--- config.mk ---
export PLATFORM = sky130hd
export DESIGN_NAME = date_add_days_flat
export DESIGN_NICKNAME = d
export VERILOG_FILES = /design/src/rtl/dad_pkg.sv /design/src/rtl/dad_if.sv /design/src/rtl/date_add_days.sv /design/src/flat_wrapper.sv
export SDC_FILE = /design/constraint.sdc
export NUM_CORES = 1
export LEC_CHECK = 0
export ABC_AREA = 1
export BUFFER_PORTS_ARGS = -buffer_cell sky130_fd_sc_hd__clkbuf_2
export CAP_MARGIN = 15
export CORE_ASPECT_RATIO = 1.1
export CORE_UTILIZATION = 61
export CTS_CLUSTER_SIZE = 10
export DETAILED_ROUTE_END_ITERATION = 10
export HOLD_SLACK_MARGIN = 0.02
export MAX_ROUTING_LAYER = met4
export PLACE_DENSITY = 0.82
export SLEW_MARGIN = 20
export SYNTH_ARGS = -nofsm -noshare
export SYNTH_HDL_FRONTEND = slang
export SYNTH_SLANG_ARGS = --single-unit
--- constraint.sdc ---
create_clock -name i_clk -period 6.69 [get_ports i_clk]
set_input_delay 1.338 -clock i_clk [delete_from_list [all_inputs] [get_ports i_clk]]
set_output_delay 1.338 -clock i_clk [all_outputs]
set_load 0.02 [all_outputs]
--- src/rtl/dad_pkg.sv ---
// Package for the date shifter: field widths, state encoding, month table
// and the leap-year helper. No dependencies.
package dad_pkg;

    localparam int YEAR_BITS   = 14;
    localparam int OFFSET_BITS = 17;
    localparam int MONTH_W     = 4;
    localparam int DAY_W       = 5;

    // Working year must hold any year reached from any start and offset.
    localparam int YW = ((YEAR_BITS > OFFSET_BITS - 8) ? YEAR_BITS : OFFSET_BITS - 8) + 2;
    // Working day: start day plus offset, signed.
    localparam int DW = OFFSET_BITS + 1;

    // Year mod 400 is found by restoring subtraction of 400 << k.
    localparam int REM_W     = 9;
    localparam int RED_STEPS = YEAR_BITS - 8;
    localparam int STEP_W    = (RED_STEPS > 1) ? $clog2(RED_STEPS) : 1;

    localparam logic [YEAR_BITS-1:0] YEAR_MAX = {YEAR_BITS{1'b1}};
    localparam logic [REM_W-1:0]     REM_LAST = REM_W'(399);

    localparam logic [MONTH_W-1:0] M_JAN = MONTH_W'(1);
    localparam logic [MONTH_W-1:0] M_FEB = MONTH_W'(2);
    localparam logic [MONTH_W-1:0] M_DEC = MONTH_W'(12);

    typedef enum logic [1:0] {
        S_IDLE,
        S_REDUCE,
        S_CHECK,
        S_WALK
    } t_state;

    // Month lengths, common year; codes outside 1..12 give 0.
    localparam logic [DAY_W-1:0] MONTH_LEN [16] = '{
        5'd0, 5'd31, 5'd28, 5'd31, 5'd30, 5'd31, 5'd30, 5'd31,
        5'd31, 5'd30, 5'd31, 5'd30, 5'd31, 5'd0, 5'd0, 5'd0
    };

    // Leap from year mod 400: divisible by 4, and not 100/200/300 mod 400.
    function automatic logic is_leap(input logic [REM_W-1:0] rem);
        return (rem[1:0] == 2'b00) && (rem != REM_W'(100)) &&
               (rem != REM_W'(200)) && (rem != REM_W'(300));
    endfunction

    function automatic logic [DAY_W-1:0] month_len(input logic [MONTH_W-1:0] m,
                                                   input logic [REM_W-1:0] rem);
        logic [DAY_W-1:0] len;
        len = MONTH_LEN[m];
        if (m == M_FEB && is_leap(rem)) begin
            len = len + DAY_W'(1);
        end
        return len;
    endfunction

endpackage

--- src/rtl/dad_if.sv ---
// Valid/ready channels of the date shifter, input and result side.
// Depends on dad_pkg for field widths.
interface dad_in_if;
    logic                                    valid;
    logic                                    ready;
    logic        [dad_pkg::YEAR_BITS-1:0]    start_year;
    logic        [dad_pkg::MONTH_W-1:0]      start_month;
    logic        [dad_pkg::DAY_W-1:0]        start_day;
    logic signed [dad_pkg::OFFSET_BITS-1:0]  day_offset;

    modport source (output valid, output start_year, output start_month,
                    output start_day, output day_offset, input ready);
    modport sink   (input valid, input start_year, input start_month,
                    input start_day, input day_offset, output ready);
endinterface

interface dad_out_if;
    logic                             valid;
    logic                             ready;
    logic [dad_pkg::YEAR_BITS-1:0]    result_year;
    logic [dad_pkg::MONTH_W-1:0]      result_month;
    logic [dad_pkg::DAY_W-1:0]        result_day;
    logic                             input_invalid;
    logic                             year_out_of_range;

    modport source (output valid, output result_year, output result_month,
                    output result_day, output input_invalid,
                    output year_out_of_range, input ready);
    modport sink   (input valid, input result_year, input result_month,
                    input result_day, input input_invalid,
                    input year_out_of_range, output ready);
endinterface

--- src/rtl/date_add_days.sv ---
// Date shifter top level: Gregorian date plus signed day offset.
// Depends on dad_pkg and the channel interfaces in dad_if.sv.
//
// Takes one beat (year, month, day, signed offset) and returns one beat with
// the shifted date. The walk moves one month per cycle through a single
// shared day adder: forward it subtracts the current month's length while the
// day exceeds it, backward it steps to the previous month and adds that
// month's length while the day is below 1. Leap years come from a year-mod-400
// register that is first computed by restoring subtraction and then tracked
// as the year steps. An item passes through the idle state that takes the
// beat, the reduction, the check, the month walk and a last walk step that
// loads the result once the output register is free. Ready is high only while
// idle, but a finished result waits in its own output register, so the next
// beat is taken while the previous result is still unread. An invalid start
// date (month outside 1..12, day 0 or past month end) returns all zeros with
// input_invalid set, loaded from the check. year_out_of_range flags a year
// below 0 or above 2^YEAR_BITS-1; result_year then holds the wrapped low bits.
module date_add_days (
    input  logic           i_clk,
    input  logic           i_rst_n,
    dad_in_if.sink         i_in,
    dad_out_if.source      o_out
);

    dad_pkg::t_state                      r_state, n_state;
    logic signed [dad_pkg::YW-1:0]        r_year, n_year;
    logic [dad_pkg::MONTH_W-1:0]          r_month, n_month;
    logic signed [dad_pkg::DW-1:0]        r_day, n_day;
    logic signed [dad_pkg::DW-1:0]        r_off, n_off;
    logic [dad_pkg::YEAR_BITS-1:0]        r_rem, n_rem;     // year mod 400 when walking
    logic [dad_pkg::STEP_W-1:0]           r_step, n_step;

    logic                                 r_ovalid, n_ovalid;
    logic [dad_pkg::YEAR_BITS-1:0]        r_oyear, n_oyear;
    logic [dad_pkg::MONTH_W-1:0]          r_omonth, n_omonth;
    logic [dad_pkg::DAY_W-1:0]            r_oday, n_oday;
    logic                                 r_oinv, n_oinv;
    logic                                 r_ooor, n_ooor;

    // Walk datapath
    logic [dad_pkg::REM_W-1:0]            rem9, prev_rem, next_rem;
    logic [dad_pkg::MONTH_W-1:0]          prev_month, next_month;
    logic [dad_pkg::DAY_W-1:0]            len_cur, len_prev;
    logic signed [dad_pkg::DW-1:0]        len_cur_s, len_prev_s, add_op, add_sum;
    logic                                 fwd, bwd, slot_free, year_oor;
    logic [dad_pkg::YEAR_BITS-1:0]        red_cmp;

    assign rem9       = r_rem[dad_pkg::REM_W-1:0];
    assign prev_month = (r_month == dad_pkg::M_JAN) ? dad_pkg::M_DEC
                                                     : r_month - dad_pkg::MONTH_W'(1);
    assign next_month = (r_month == dad_pkg::M_DEC) ? dad_pkg::M_JAN
                                                     : r_month + dad_pkg::MONTH_W'(1);
    // mod-400 of the neighbor year, only used across a year boundary
    assign prev_rem   = (r_month != dad_pkg::M_JAN) ? rem9 :
                        (rem9 == '0) ? dad_pkg::REM_LAST : rem9 - dad_pkg::REM_W'(1);
    assign next_rem   = (rem9 == dad_pkg::REM_LAST) ? '0 : rem9 + dad_pkg::REM_W'(1);

    assign len_cur    = dad_pkg::month_len(r_month, rem9);
    assign len_prev   = dad_pkg::month_len(prev_month, prev_rem);
    assign len_cur_s  = signed'(dad_pkg::DW'(len_cur));
    assign len_prev_s = signed'(dad_pkg::DW'(len_prev));

    assign fwd = r_day > len_cur_s;
    assign bwd = r_day < signed'(dad_pkg::DW'(1));

    // The one shared adder: start-day plus offset, or day -/+ month length.
    always_comb begin
        add_op = r_off;
        if (r_state == dad_pkg::S_WALK) begin
            add_op = fwd ? -len_cur_s : len_prev_s;
        end
    end
    assign add_sum = r_day + add_op;

    assign red_cmp   = dad_pkg::YEAR_BITS'(400) << r_step;
    assign slot_free = !r_ovalid || o_out.ready;
    assign year_oor  = (r_year < 0) ||
        (r_year > signed'({{(dad_pkg::YW-dad_pkg::YEAR_BITS){1'b0}}, dad_pkg::YEAR_MAX}));

    always_ff @(posedge i_clk) begin
        if (!i_rst_n) begin
            r_state  <= dad_pkg::S_IDLE;
            r_ovalid <= 1'b0;
        end else begin
            r_state  <= n_state;
            r_ovalid <= n_ovalid;
        end
    end

    always_ff @(posedge i_clk) begin
        r_year   <= n_year;
        r_month  <= n_month;
        r_day    <= n_day;
        r_off    <= n_off;
        r_rem    <= n_rem;
        r_step   <= n_step;
        r_oyear  <= n_oyear;
        r_omonth <= n_omonth;
        r_oday   <= n_oday;
        r_oinv   <= n_oinv;
        r_ooor   <= n_ooor;
    end

    always_comb begin
        n_state  = r_state;
        n_year   = r_year;
        n_month  = r_month;
        n_day    = r_day;
        n_off    = r_off;
        n_rem    = r_rem;
        n_step   = r_step;
        n_ovalid = r_ovalid && !o_out.ready;
        n_oyear  = r_oyear;
        n_omonth = r_omonth;
        n_oday   = r_oday;
        n_oinv   = r_oinv;
        n_ooor   = r_ooor;

        case (r_state)
            dad_pkg::S_IDLE: begin
                if (i_in.valid) begin
                    n_year  = signed'(dad_pkg::YW'(i_in.start_year));
                    n_month = i_in.start_month;
                    n_day   = signed'(dad_pkg::DW'(i_in.start_day));
                    n_off   = dad_pkg::DW'(i_in.day_offset);
                    n_rem   = i_in.start_year;
                    n_step  = dad_pkg::STEP_W'(dad_pkg::RED_STEPS - 1);
                    n_state = dad_pkg::S_REDUCE;
                end
            end
            dad_pkg::S_REDUCE: begin
                if (r_rem >= red_cmp) begin
                    n_rem = r_rem - red_cmp;
                end
                if (r_step == '0) begin
                    n_state = dad_pkg::S_CHECK;
                end else begin
                    n_step = r_step - dad_pkg::STEP_W'(1);
                end
            end
            dad_pkg::S_CHECK: begin
                // month code outside 1..12 has length 0, so one test covers both
                if (r_day == '0 || r_day > len_cur_s) begin
                    if (slot_free) begin
                        n_ovalid = 1'b1;
                        n_oyear  = '0;
                        n_omonth = '0;
                        n_oday   = '0;
                        n_oinv   = 1'b1;
                        n_ooor   = 1'b0;
                        n_state  = dad_pkg::S_IDLE;
                    end
                end else begin
                    n_day   = add_sum;
                    n_state = dad_pkg::S_WALK;
                end
            end
            dad_pkg::S_WALK: begin
                if (fwd) begin
                    n_day   = add_sum;
                    n_month = next_month;
                    if (r_month == dad_pkg::M_DEC) begin
                        n_year = r_year + dad_pkg::YW'(1);
                        n_rem  = dad_pkg::YEAR_BITS'(next_rem);
                    end
                end else if (bwd) begin
                    n_day   = add_sum;
                    n_month = prev_month;
                    n_rem   = dad_pkg::YEAR_BITS'(prev_rem);
                    if (r_month == dad_pkg::M_JAN) begin
                        n_year = r_year - dad_pkg::YW'(1);
                    end
                end else if (slot_free) begin
                    n_ovalid = 1'b1;
                    n_oyear  = r_year[dad_pkg::YEAR_BITS-1:0];
                    n_omonth = r_month;
                    n_oday   = r_day[dad_pkg::DAY_W-1:0];
                    n_oinv   = 1'b0;
                    n_ooor   = year_oor;
                    n_state  = dad_pkg::S_IDLE;
                end
            end
            default: begin
                n_state = dad_pkg::S_IDLE;
            end
        endcase
    end

    assign i_in.ready              = (r_state == dad_pkg::S_IDLE);
    assign o_out.valid             = r_ovalid;
    assign o_out.result_year       = r_oyear;
    assign o_out.result_month      = r_omonth;
    assign o_out.result_day        = r_oday;
    assign o_out.input_invalid     = r_oinv;
    assign o_out.year_out_of_range = r_ooor;

    // Year mod 400 stays reduced during the walk
    a_rem_reduced: assert property (@(posedge i_clk) disable iff (!i_rst_n)
        r_state == dad_pkg::S_WALK |-> r_rem < dad_pkg::YEAR_BITS'(400))
        else $error("year remainder not reduced during walk");

    // The walk never leaves the 1..12 month range
    a_walk_month: assert property (@(posedge i_clk) disable iff (!i_rst_n)
        r_state == dad_pkg::S_WALK |->
            (r_month >= dad_pkg::M_JAN && r_month <= dad_pkg::M_DEC))
        else $error("month out of range during walk");

    // A valid result is a real calendar date
    a_result_date: assert property (@(posedge i_clk) disable iff (!i_rst_n)
        o_out.valid && !o_out.input_invalid |->
            (o_out.result_month >= dad_pkg::M_JAN && o_out.result_month <= dad_pkg::M_DEC &&
             o_out.result_day != '0))
        else $error("result is not a calendar date");

    // An invalid start date gives an all-zero result
    a_invalid_zero: assert property (@(posedge i_clk) disable iff (!i_rst_n)
        o_out.valid && o_out.input_invalid |->
            (o_out.result_year == '0 && o_out.result_month == '0 &&
             o_out.result_day == '0 && !o_out.year_out_of_range))
        else $error("invalid start date with nonzero result");

    // New results come only from the check or the end of the walk
    a_result_src: assert property (@(posedge i_clk) disable iff (!i_rst_n)
        $rose(r_ovalid) |->
            ($past(r_state) == dad_pkg::S_CHECK || $past(r_state) == dad_pkg::S_WALK))
        else $error("result loaded outside check or walk");

endmodule

--- src/flat_wrapper.sv ---
// flat-port wrapper written by rule: the top's interface ports become plain ports
module date_add_days_flat 
  (i_clk, i_rst_n, i_in_valid, i_in_start_year, i_in_start_month, i_in_start_day, i_in_day_offset, i_in_ready, o_out_valid, o_out_result_year, o_out_result_month, o_out_result_day, o_out_input_invalid, o_out_year_out_of_range, o_out_ready);
  dad_in_if i_in_i ();
  dad_out_if o_out_i ();
  input  logic i_clk;
  input  logic i_rst_n;
  input wire logic [$bits(i_in_i.valid)-1:0] i_in_valid;
  input wire logic [$bits(i_in_i.start_year)-1:0] i_in_start_year;
  input wire logic [$bits(i_in_i.start_month)-1:0] i_in_start_month;
  input wire logic [$bits(i_in_i.start_day)-1:0] i_in_start_day;
  input wire logic [$bits(i_in_i.day_offset)-1:0] i_in_day_offset;
  output wire logic [$bits(i_in_i.ready)-1:0] i_in_ready;
  output wire logic [$bits(o_out_i.valid)-1:0] o_out_valid;
  output wire logic [$bits(o_out_i.result_year)-1:0] o_out_result_year;
  output wire logic [$bits(o_out_i.result_month)-1:0] o_out_result_month;
  output wire logic [$bits(o_out_i.result_day)-1:0] o_out_result_day;
  output wire logic [$bits(o_out_i.input_invalid)-1:0] o_out_input_invalid;
  output wire logic [$bits(o_out_i.year_out_of_range)-1:0] o_out_year_out_of_range;
  input wire logic [$bits(o_out_i.ready)-1:0] o_out_ready;
  assign i_in_i.valid = i_in_valid;
  assign i_in_i.start_year = i_in_start_year;
  assign i_in_i.start_month = i_in_start_month;
  assign i_in_i.start_day = i_in_start_day;
  assign i_in_i.day_offset = i_in_day_offset;
  assign i_in_ready = i_in_i.ready;
  assign o_out_valid = o_out_i.valid;
  assign o_out_result_year = o_out_i.result_year;
  assign o_out_result_month = o_out_i.result_month;
  assign o_out_result_day = o_out_i.result_day;
  assign o_out_input_invalid = o_out_i.input_invalid;
  assign o_out_year_out_of_range = o_out_i.year_out_of_range;
  assign o_out_i.ready = o_out_ready;
  date_add_days u_core (.i_clk(i_clk), .i_rst_n(i_rst_n), .i_in(i_in_i), .o_out(o_out_i));
endmodule
# Word level (Yosys, flattened, before mapping)
# Memories as Yosys holds them, arrays and structs flattened.
# Cells that the tools add are included.
[word_totals] reg_bits=100 ramBits=0 inputBits=44 mem_count=2 latch_bits=0 rom_bits=160
[classes] add_sub_neg=12 bitwise_logic=2 mul=0 magnitude_cmp=7 muxes=78 n_shift=1 n_reduce_logical=33 n_div=0 eq_ne=28
[mem_list] name="(no name shown)" words=16 width=5 rd=1 rd_ports_with_merged_regs=0 write_ports=0 line="dad_pkg.sv:49" source="len = MONTH_LEN[m];"
[mem_list] name="(no name shown)" words=16 width=5 rd=1 rd_ports_with_merged_regs=0 write_ports=0 line="dad_pkg.sv:49"
[op_table] operator="$mux 14" count=10
[op_table] operator="$mux 18" count=6
[op_table] operator="$mux 16" count=5
[op_table] operator="$mux 5" count=11
[op_table] operator="$pmux 18 s3" count=1
[op_table] operator="$pmux 14 s3" count=1
[op_table] operator="$mux 4" count=10
[op_table] operator="$pmux 16 s2" count=1
[op_table] operator="$pmux 14 s2" count=1
[op_table] operator="$mux 9" count=3
[op_table] operator="$add 18x18->18" count=1
[op_table] operator="$gt 18x6->1" count=1
[op_table] operator="$logic_not 18->1" count=1
[op_table] operator="$lt 18x2->1 const B" count=1
[op_table] operator="$ne 9x7->1 const B" count=2
[op_table] operator="$ne 9x8->1 const B" count=2
[op_table] operator="$ne 9x9->1 const B" count=2
[op_table] operator="$neg 5->18" count=1
[op_table] operator="$add 16x2->16 const B" count=1
[op_table] operator="$gt 16x15->1 const B" count=1
[op_table] operator="$lt 16x1->1 const B" count=1
[op_table] operator="$pmux 4 s2" count=2
[op_table] operator="$sub 16x2->16 const B" count=1
[op_table] operator="$ge 14x14->1" count=1
[op_table] operator="41 further kinds" count=94

# Longest topological paths before layout
# Gate-level depths: netlist of the first run.
[depth] word_depth=15 mapped_depth=42 depth_no_buf=39

# Least setup slack after synthesis of the first run
# No wires, ideal clock.
[synth_path] kind="register to register" start="reg u_core.r_month[0] (netlist bit)" end="reg u_core.r_day[14] (netlist bit) (data pin)" path_stages_with_launch=40 n_path_buf=4 required_ps=6437 t_arrival_ps=5312 path_slack_ps=1125 period_less_slack_ps=5565 path_cell_list="edfxtp_1 > buf_4 > inv_2 > ha_1 > o21ai_4 > o21ai_0 > ha_1 > inv_1 > ha_1 > o21ai_0 > inv_1 > ha_1 > inv_1 > nor2_1 > nand4_1 > nand3_2 > nand3_2 > buf_6 > (+4 left out) > ha_1 > fa_1 > nand3_1 > nand2_1 > nand2_1 > nand2_1 > a21oi_1 > nor2_1 > nor2_1 > o21bai_1 > nand2_1 > nand2_1 > a21oi_1 > o21ai_0 > a31oi_1 > nand2_1 > nand2_1 > nor2_1"
[synth_between] elab_chain_len=14 word_cells_on_any_way=37 classes_between="add/sub (5); order compare (1); eq/ne (7); mux (14); bitwise (2); reduce/logical (6); memory (2)"
[synth_lines] item="from (decl)" line="date_add_days.sv:27" source="logic [dad_pkg::MONTH_W-1:0] r_month, n_month;"
[synth_lines] item="from (signal assigned)" line="date_add_days.sv:92" source="r_month <= n_month;"
[synth_lines] item="branches (longest 13 deep; another with $gt 18x6->1)"
[synth_lines] item="$pmux 18 s3 *" line="date_add_days.sv:119" source="case (r_state)"
[synth_lines] item="to (signal assigned)" line="date_add_days.sv:93" source="r_day <= n_day;"
[synth_lines] item="to (decl)" line="date_add_days.sv:28" source="logic signed [dad_pkg::DW-1:0] r_day, n_day;"
# Mark *: on every way between the ends. The select of a mux whose other input is x is not followed.
# A chain may end at the register's enable or synchronous reset.

# Worst setup path after layout of the first run
# Same ends and word-level chain as after synthesis.

==> results of run 1 <==
==> layout by cell type (no fill, tap or decap), types with 3 or more instances in the layout <==
cell / synthesis / routed
a21oi_1: 56 / 56
a22oi_1: 3 / 3
a31oi_1: 10 / 10
buf_4: 4 / 13
clkbuf_1: 12 / 5
clkbuf_16: 0 / 9
clkbuf_2: 0 / 70
clkinv_1: 3 / 3
dfxtp_1: 3 / 3
edfxtp_1: 97 / 97
ha_1: 66 / 65
inv_1: 145 / 145
inv_2: 7 / 7
nand2_1: 254 / 254
nand2_2: 5 / 5
nand2_4: 3 / 3
nand3_1: 56 / 56
nand3_2: 4 / 4
nand3b_1: 3 / 3
nand4_1: 15 / 15
nor2_1: 119 / 118
nor2_2: 6 / 6
nor2_4: 3 / 4
nor3_1: 12 / 12
nor4_1: 3 / 3
o211ai_1: 3 / 3
o21a_1: 3 / 3
o21ai_0: 64 / 64
o21ai_1: 3 / 3
o21bai_1: 4 / 4
o221ai_1: 7 / 7
o22ai_1: 4 / 4
o31ai_1: 3 / 3
or2_2: 6 / 6
xor2_1: 9 / 9
==> what timing repair did <==
item / CTS / global route
endpoints found under the hold margin: 0 / 0
endpoints found under the setup margin: 0 / 1
setup buffers: 0 / 4
==> critical path: cells and delay by family, from the launching register on <==
family                   cells  cell delay, ns
buffers and inverters        6            0.57
flip-flops                   1            0.53
adder cells (fa/ha/maj)      6            1.69
AND/OR/NAND/NOR             15            1.49
AO/OA/AOI/OAI                9            1.56
==> cells by family after synthesis <==
group,synth area share (%)
flip-flops,38.3
buffers and inverters,9.07
AND/OR/NAND/NOR,27.4
multiplexers,0.129
XOR/XNOR,1.24
adder cells (fa/ha/maj),10.9
AO/OA/AOI/OAI,13.0
==> per-stage QoR <==
stage	hold slack, ns	setup WS, ns	cell area [um^2]	cells
finish	0.491	0.590	8610	1252
global route	0.513	0.0939	8610	1252
CTS	0.492	0.602	8570	1248
detailed placement	0.478	0.721	8270	1232
global placement	0.478	1.02	8270	1232
floorplan	0.453	1.13	7760	1021
==> state kept, by name (all words and copies together) (netlist names), 2 cells and up <==
register	cells
u_core.r_step	3
u_core.r_off	17
u_core.o_out.result_year	14
u_core.r_state	2
u_core.r_day	18
u_core.o_out.result_month	4
u_core.r_rem	14
u_core.o_out.result_day	5
u_core.r_month	4
u_core.r_year	16
==> cell type report <==
| class | instances | area, um^2 |
|---|---|---|
| inverters | 155 | 582 |
| flip-flops and latches | 100 | 2970 |
| clock inverters | 2 | 60.1 |
| clock buffers | 14 | 244 |
| repair buffers | 83 | 448 |
| well taps | 154 | 193 |
| multi-input cells | 744 | 4110 |
| fillers | 1021 | 3630 |
==> power breakdown <==
part / leakage (nW) / total, mW / switching, mW / internal [mW]
clock: 0.145 / 0.560 / 0.231 / 0.329
combinational: 3.13 / 2.86 / 1.89 / 0.970
sequential: 0.962 / 1.29 / 0.232 / 1.06
==> how the worst max path moves through the flow <==
stage / slack, ns / from / endpoint / depth (start not counted)
finish: 0.59 / u_core.r_month[0] / u_core.r_day[14] / 36
detailed placement: 0.72 / u_core.r_month[0] / u_core.r_day[14] / 36
global placement: 1.02 / u_core.r_month[0] / u_core.r_day[14] / 36
CTS: 0.60 / u_core.r_month[0] / u_core.r_day[14] / 36
global route: 0.09 / u_core.r_month[0] / u_core.r_day[14] / 34
floorplan: 1.13 / u_core.r_month[0] / u_core.r_day[14] / 39
==> routing by layer <==
layer  vias to the layer above  track usage, %  wire length [um]
li1                       3558               -                 -
met1                      3234            42.5              8310
met2                       323            50.0              9090
met3                        57            3.77              1530
met4                         0            16.3               711
met5                         -               -                 0
==> summary.txt, run 1 <==
Run status
  – Outcome: complete, no violations

STA
  – Slew Limit Fails: 0
  – Final hold vios: 0
  – Fin crit period: 6.10 ns
  – Worst Tran Pin Value: ~0.96 ns
  – Post-route clock period utilization: about nine tenths
  – Fmax: between 150 and 200 MHz
  – Clock skew: ~0.0083 ns
  – RSZ-0062 raised after global routing: false
  – Setup_tns: 0 ns
  – Setup violators final: 0
  – Max_slew headroom: 36.2%

Die
  – Die Ht: about 120 um
  – Initial core utilization: between 60% and 70%
  – Core footprint: between 0.01 and 0.015 mm^2
  – Die width: approximately 110 um
  – Placement Rows: 42
  – Die Area: between 0.01 and 0.015 mm^2
  – I/O pins: between 70 and 80

Synthesis
  – Post-synth EDFFs: 97
  – Fraction of registers with async set/reset: 0%
  – Post-synthesis register bit count: 100
  – Cell with the most instances after synthesis: nand2_1
  – Post-synthesis area per instance: approximately 7.6 um^2
  – Commonest cells in the netlist: nand2_1 (254), inv_1 (145), nor2_1 (119), edfxtp_1 (97), ha_1 (66)
  – Total number of yosys warnings: 0
  – Post-Syn Area: 0.00776 mm^2
  – Synth top area share: 37.5%
  – Most area-hungry cell type in the Yosys netlist: edfxtp_1
  – Synth top area cells: edfxtp_1 (38%), nand2_1 (12%), ha_1 (11%)
  – Net count after synthesis: 1,132
  – Prevailing post-synth register cell: edfxtp_1
  – Netlist cell types: just over 50
  – Cells after synthesis: ~1,000
  – Sequential share of the synthesized area: between 30% and 40%

Worst setup path
  – Crit path top cell by count: nand2_1
  – WS Path Type: flop to flop
  – Crit-path slowest cell: edfxtp_1
  – Worst path arrival time: a little over 6 ns
  – RR Startpoint: u_core.r_month[0]
  – Reg2reg end: u_core.r_day[14]
  – CP startpoint kind: flop
  – Critical Path RT: 6.81 ns
  – Reg2reg setup slack: between 0.5 and 0.6 ns
  – Max incr delay on CP: approximately 0.53 ns
  – Worst Reg-to-Reg Cells: 36
  – Critical path endpoint category: flop
  – Critical Path Fanout Max: 14

Finish
  – Final net count: 1,204
  – Finished Core Util: 70.3%
  – # diodes: 0
  – Share of cells above drive strength 1: between 10% and 20%
  – Area Overhead vs Synth: 10.9%

Detailed routing
  – Vias per inst: 5.73
  – Post-route ant nets: 0
  – Pre-Repair DR Iteration Count: 5
  – Total Routed Length: between 15,000 and 20,000 um
  – Drt wl/cell: about 16 um
  – Vias: between 7,000 and 8,000
  – Residual DRC: 0
  – First-iteration detailed-routing DRC count: 550

Clock network
  – Clock transition at the registers of the reported paths: 0.06 ns
  – H-tree levels: 3
  – CTS tree: built
  – CTS hold repair buffers: 0
  – Max clock buf depth: 2
  – CTS root buf: clkbuf_16
  – Clock sinks: 100
  – Worst skew pair latency: ~0.36 ns
  – Total CTS buffers: 9
  – PostCTS Resize Cnt: 0

Min path
  – Hold Crit Depth: 1
  – Worst Hold End: u_core.r_state[1]
  – Worst min-delay path category: flop to flop
  – Hold Crit Start: u_core.r_state[1]

Global routing
  – Initial antenna violation count: 0
  – Global-route wire length before repair: 31,500 um
  – Overall global routing resource usage: 32.5%
  – Largest net degree at the start of global routing: about 50
  – Vias in the first global route: 6,576
  – Gr ovfl total: 0

Flow run
  – Number of max-cap violations: 0

Pwr
  – Cell Pwr Density: between 500 and 600 mW/mm^2
  – P_leak: 4.24 nW
  – Power Total: between 4 and 5 mW
  – Maximum vdd ir drop: 343 uV

Place
  – Port Buffers: 70
  – GPL Wtd Cong: 0.966
  – Detailed Place HPWL: approximately 15,000 um
Note: power is estimated with default switching activity, not from simulation.
==> run 2: changes to the inputs <==
--- a/config.mk
+++ b/config.mk
@@ -14,7 +14,7 @@
 export DETAILED_ROUTE_END_ITERATION = 10
 export HOLD_SLACK_MARGIN = 0.02
 export MAX_ROUTING_LAYER = met4
-export PLACE_DENSITY = 0.82
+export PLACE_DENSITY = 0.81
 export SLEW_MARGIN = 20
 export SYNTH_ARGS = -nofsm -noshare
 export SYNTH_HDL_FRONTEND = slang
==> summary.txt, run 2 (synthesized netlist as in run 1, its figures left out) <==
Min path
  – Worst min-delay path category: flop to flop

Finish
  – Area Overhead vs Synth: 10.4%
  – Largest register FFs: 18
  – Commonest non-fill, non-tap cell in the layout: nand2_1
  – Area of the multi-input gates: roughly 0.0041 mm^2
  – Sequential cell area: 0.00297 mm^2
  – Fill cells: 988
  – Commonest non-fill, non-tap cells in the layout: nand2_1 (254), inv_1 (145), nor2_1 (118)
  – Final net count: between 1,000 and 1,500
  – Top reg by flops: u_core.r_day
  – Biggest regs: u_core.r_day x18, u_core.r_off x17, u_core.r_year x16
  – Share of cells above drive strength 1: roughly 12%
  – # diodes: 0
  – Post-route cell area: around 0.0086 mm^2
  – Finished Core Util: 70.0%

Clock network
  – Post-CTS Setup Inserts: 0
  – PostCTS Resize Cnt: 0
  – Worst skew pair latency: approximately 0.36 ns
  – H-tree levels: 3
  – Total CTS buffers: 9
  – Clock transition at the registers of the reported paths: around 0.070 ns
  – CTS tree: built
  – CTS root buf: clkbuf_16
  – Clock sinks: 100
  – Max clock buf depth: 2
  – CTS hold repair buffers: 0

Worst setup path
  – Critical path endpoint category: flop
  – Critical Path RT: 6.81 ns
  – Max incr delay on CP: ~0.46 ns
  – Worst path arrival time: ~6.2 ns
  – Critical Path Fanout Max: 14
  – WS Path Type: flop to flop
  – CP startpoint kind: flop
  – Crit-path slowest cell: edfxtp_1
  – Reg2reg setup slack: 0.60 ns
  – Crit path top cell by count: nand2_1

STA
  – Post-route clock period utilization: between 90% and 100%
  – RSZ-0062 raised after global routing: false
  – Worst Tran Pin Value: 0.877 ns
  – Max_slew headroom: around two fifths
  – Final hold vios: 0
  – Fin crit period: 6.09 ns
  – Clock skew: 0.00491 ns
  – Slew Limit Fails: 0
  – Setup_tns: 0 ns
  – Fmax: 164 MHz
  – Setup violators final: 0

Place
  – Port Buffers: 70
  – GPL Wtd Cong: ~0.97
  – Detailed Place HPWL: around 14,000 um
  – Dpl cell area: roughly 0.0083 mm^2

Die
  – Die Ht: 120 um
  – Die width: between 100 and 150 um
  – Placement Rows: 42
  – I/O pins: between 70 and 80
  – Core footprint: around 0.012 mm^2
  – Die Area: roughly 0.013 mm^2
  – Initial core utilization: between 60% and 70%

Detailed routing
  – Pre-Repair DR Iteration Count: 5
  – Total Routed Length: 19,000 um
  – First-iteration detailed-routing DRC count: between 500 and 600
  – Residual DRC: 0
  – Vias: approximately 7,100
  – Post-route ant nets: 0
  – Vias per inst: around 5.7
  – Drt wl/cell: around 15 um

Run status
  – Outcome: complete, no violations

Pwr
  – Maximum vdd ir drop: approximately 330 uV
  – Cell Pwr Density: around 540 mW/mm^2
  – P_leak: approximately 4.2 nW

Global routing
  – Largest net degree at the start of global routing: 40
  – Initial antenna violation count: 0
  – Overall global routing resource usage: 31.7%
  – Global-route wire length before repair: 31,100 um
  – Gr ovfl total: 0
  – Vias in the first global route: 6,598

Flow run
  – Number of max-cap violations: 0
## run 2: path summary, 6_finish.rpt
check                          from           endpoint  cells after the start
hold / removal    u_core.r_state[1]  u_core.r_state[1]                      1
setup reg to reg  u_core.r_month[1]   u_core.r_day[14]                     35
setup / recovery  u_core.r_month[1]   u_core.r_day[14]                     35
hold reg to reg   u_core.r_state[1]  u_core.r_state[1]                      1
## run 2: through the flow
step	hold slack, ns	std cells	power, mW	setup slack [ns]
floorplan	0.453	1021	3.38	1.13
global placement	0.476	1230	3.96	0.824
detailed placement	0.511	1230	4.03	0.587
CTS	0.521	1246	4.60	0.560
global route	0.535	1248	5.08	0.0601
finish	0.511	1248	4.65	0.595
## run 2: critical path, delay by kind of cell (launching register included)
kind,cells,cell delay (ns)
compound gates,9,1.54
simple gates,15,1.56
flops,1,0.46
buf+inv,5,0.63
fa+ha+maj,6,1.64
## run 2: final cells by class
type,instances,area share [%]
timing repair buffer,79,4.87
inverter,155,6.79
clock inverter,1,0.350
clock buffer,15,3.12
multi-input combinational,744,47.9
tap,154,2.25
sequential,100,34.7
## run 2: where the power goes
| group | internal [mW] | switching, mW |
|---|---|---|
| Sequential | 1.06 | 0.225 |
| Clock | 0.311 | 0.235 |
| Combinational | 0.955 | 1.87 |
| Total | 2.32 | 2.32 |
## run 2: routing by layer
| layer | up-vias | track usage [%] | share of wire, % |
|---|---|---|---|
| li1 | 3552 | - | - |
| met3 | 42 | 4.37 | 7.7 |
| met4 | 0 | 13.2 | 2.9 |
| met2 | 304 | 48.2 | 46 |
| met5 | - | - | 0 |
| met1 | 3227 | 42.7 | 44 |
==> run 3: changes to the inputs <==
--- a/config.mk
+++ b/config.mk
@@ -9,12 +9,12 @@
 export BUFFER_PORTS_ARGS = -buffer_cell sky130_fd_sc_hd__clkbuf_2
 export CAP_MARGIN = 15
 export CORE_ASPECT_RATIO = 1.1
-export CORE_UTILIZATION = 61
+export CORE_UTILIZATION = 55
 export CTS_CLUSTER_SIZE = 10
 export DETAILED_ROUTE_END_ITERATION = 10
 export HOLD_SLACK_MARGIN = 0.02
 export MAX_ROUTING_LAYER = met4
-export PLACE_DENSITY = 0.81
+export PLACE_DENSITY_LB_ADDON = 0.08
 export SLEW_MARGIN = 20
 export SYNTH_ARGS = -nofsm -noshare
 export SYNTH_HDL_FRONTEND = slang
==> constraint.sdc (replaced) <==
create_clock -name i_clk -period 4.9 [get_ports i_clk]
set_input_delay 0.98 -clock i_clk [delete_from_list [all_inputs] [get_ports i_clk]]
set_output_delay 0.98 -clock i_clk [all_outputs]
set_load 0.02 [all_outputs]
==> summary.txt, run 3 (synthesized netlist as in run 1, its figures left out) <==
Run status
  – Outcome: finished with violations
  – Failing checks: setup timing

Place
  – GPL Wtd Cong: about 0.95
  – Port Buffers: 70
  – Detailed Place HPWL: ~15,000 um

Min path
  – Worst min-delay path category: flop to flop

Die
  – Die width: 115 um
  – I/O pins: a little over 70
  – Die Ht: 127 um
  – Die Area: ~0.015 mm^2
  – Initial core utilization: a little under three fifths
  – Placement Rows: 45
  – Core footprint: roughly 0.014 mm^2

Worst setup path
  – Max incr delay on CP: approximately 0.42 ns
  – Critical path endpoint category: flop
  – Critical Path RT: between 5 and 6 ns
  – Reg2reg setup slack: -0.12 ns
  – Critical Path Fanout Max: 5
  – Crit-path slowest cell: edfxtp_1
  – CP startpoint kind: flop
  – WS Path Type: flop to flop
  – Worst path arrival time: approximately 5.1 ns

Pwr
  – Maximum vdd ir drop: approximately 410 uV
  – Switching share of power: between 40% and 50%
  – Sequential power share: roughly a quarter
  – Sw Pwr: around 3.5 mW
  – Clock power frac: about a tenth
  – Int Pwr: between 3 and 4 mW
  – P_leak: about 4.6 nW
  – Cell Pwr Density: between 700 and 800 mW/mm^2
  – Comb pwr share: about 66%

Global routing
  – Vias in the first global route: 6,497
  – Initial antenna violation count: 0
  – Largest net degree at the start of global routing: between 40 and 50
  – Global-route wire length before repair: around 32,000 um
  – Overall global routing resource usage: between 20% and 30%
  – Gr ovfl total: 0

STA
  – Setup ws final: -0.120 ns
  – Post-route clock period utilization: 102%
  – RSZ-0062 raised after global routing: true
  – Final hold vios: 0
  – Clock skew: around 0.011 ns
  – Fmax: ~200 MHz
  – Max_slew headroom: between 40% and 50%
  – Slew Limit Fails: 0
  – Worst Tran Pin Value: 0.871 ns
  – Setup_tns: -0.210 ns
  – Fin crit period: ~5 ns
  – Setup violators final: 3

Clock network
  – Max clock buf depth: 2
  – H-tree levels: 3
  – CTS root buf: clkbuf_16
  – Worst skew pair latency: roughly 0.36 ns
  – Clock sinks: 100
  – Total CTS buffers: 9
  – CTS tree: built
  – Clock transition at the registers of the reported paths: roughly 0.070 ns

Detailed routing
  – Post-route ant nets: 0
  – Residual DRC: 0
  – Vias: ~7,300
  – First-iteration detailed-routing DRC count: 572
  – Total Routed Length: 20,700 um
  – Pre-Repair DR Iteration Count: 7
  – Drt wl/cell: 15.2 um
  – Vias per inst: 5.36

Finish
  – Area Overhead vs Synth: 22.6%
  – Finished Core Util: between 60% and 70%
  – # diodes: 0
  – Final net count: approximately 1,300
  – Share of cells above drive strength 1: around a quarter
  – Top reg by flops: u_core.r_day
  – Biggest regs: u_core.r_day x18, u_core.r_off x17, u_core.r_year x16
  – Commonest non-fill, non-tap cells in the layout: nand2_1 (243), inv_1 (138), nor2_1 (110)
  – Commonest non-fill, non-tap cell in the layout: nand2_1
  – Largest register FFs: 18

Flow run
  – Number of max-cap violations: 0
run 3: metrics by stage:
stage / total power [mW] / hold slack (ns) / instances / setup WS [ns] / instance area, um^2
after detailed placement: 5.86 / 0.497 / 1311 / -0.191 / 8710
after global routing: 7.84 / 0.542 / 1361 / -0.418 / 9520
final: 7.23 / 0.503 / 1361 / -0.120 / 9520
after floorplan: 4.68 / 0.453 / 1021 / -0.316 / 7840
after CTS: 6.70 / 0.508 / 1339 / 0.00682 / 9110
after global placement: 5.81 / 0.480 / 1311 / -0.0200 / 8710
run 3: timing repair:
item,in CTS,in global routing
setup endpoints to repair,4,20
hold buffers,0,0
setup buffers,11,23
endpoints found under the hold margin,0,0
pin swaps,7,20
gates resized for setup,5,69
gates cloned,1,0
run 3: final cells by class:
| cell class | count | area (um^2) |
|---|---|---|
| flip-flops and latches | 100 | 2970 |
| inverters | 155 | 594 |
| clock buffers | 12 | 236 |
| multi-input cells | 745 | 4410 |
| clock inverters | 4 | 51.3 |
| repair buffers | 157 | 1020 |
| well taps | 188 | 235 |
| fillers | 1163 | 4270 |
run 3: routing by layer:
| layer | global-route usage [%] | part of all wire [%] | vias to the layer above |
|---|---|---|---|
| met2 | 44.9 | 46 | 223 |
| met5 | - | 0 | - |
| met4 | 8.56 | 2.0 | 0 |
| met1 | 40.4 | 47 | 3333 |
| li1 | - | - | 3698 |
| met3 | 3.87 | 4.9 | 45 |
run 3: critical path: cells and delay by family (launching register included):
family / cells / cell delay (ns)
AND/OR/NAND/NOR: 15 / 1.48
AO/OA/AOI/OAI: 9 / 1.28
buffers and inverters: 10 / 0.93
adder cells (fa/ha/maj): 3 / 0.63
flip-flops: 1 / 0.42
run 3: final timing paths:
check | startpoint | to | depth (start not counted)
max | u_core.r_month[0] | u_core.r_day[15] | 37
min | u_core.r_state[1] | u_core.r_state[1] | 1
max reg2reg | u_core.r_month[0] | u_core.r_day[15] | 37
min reg2reg | u_core.r_state[1] | u_core.r_state[1] | 1
run 3: power by group through the flow:
stage / Clock, mW / Sequential, mW / Combinational, mW
finish: 0.724 / 1.74 / 4.77
global route: 0.757 / 1.77 / 5.31
CTS: 0.733 / 1.72 / 4.24
detailed placement: 0 / 1.73 / 4.13
global placement: 0 / 1.73 / 4.07
floorplan: 0 / 1.71 / 2.97
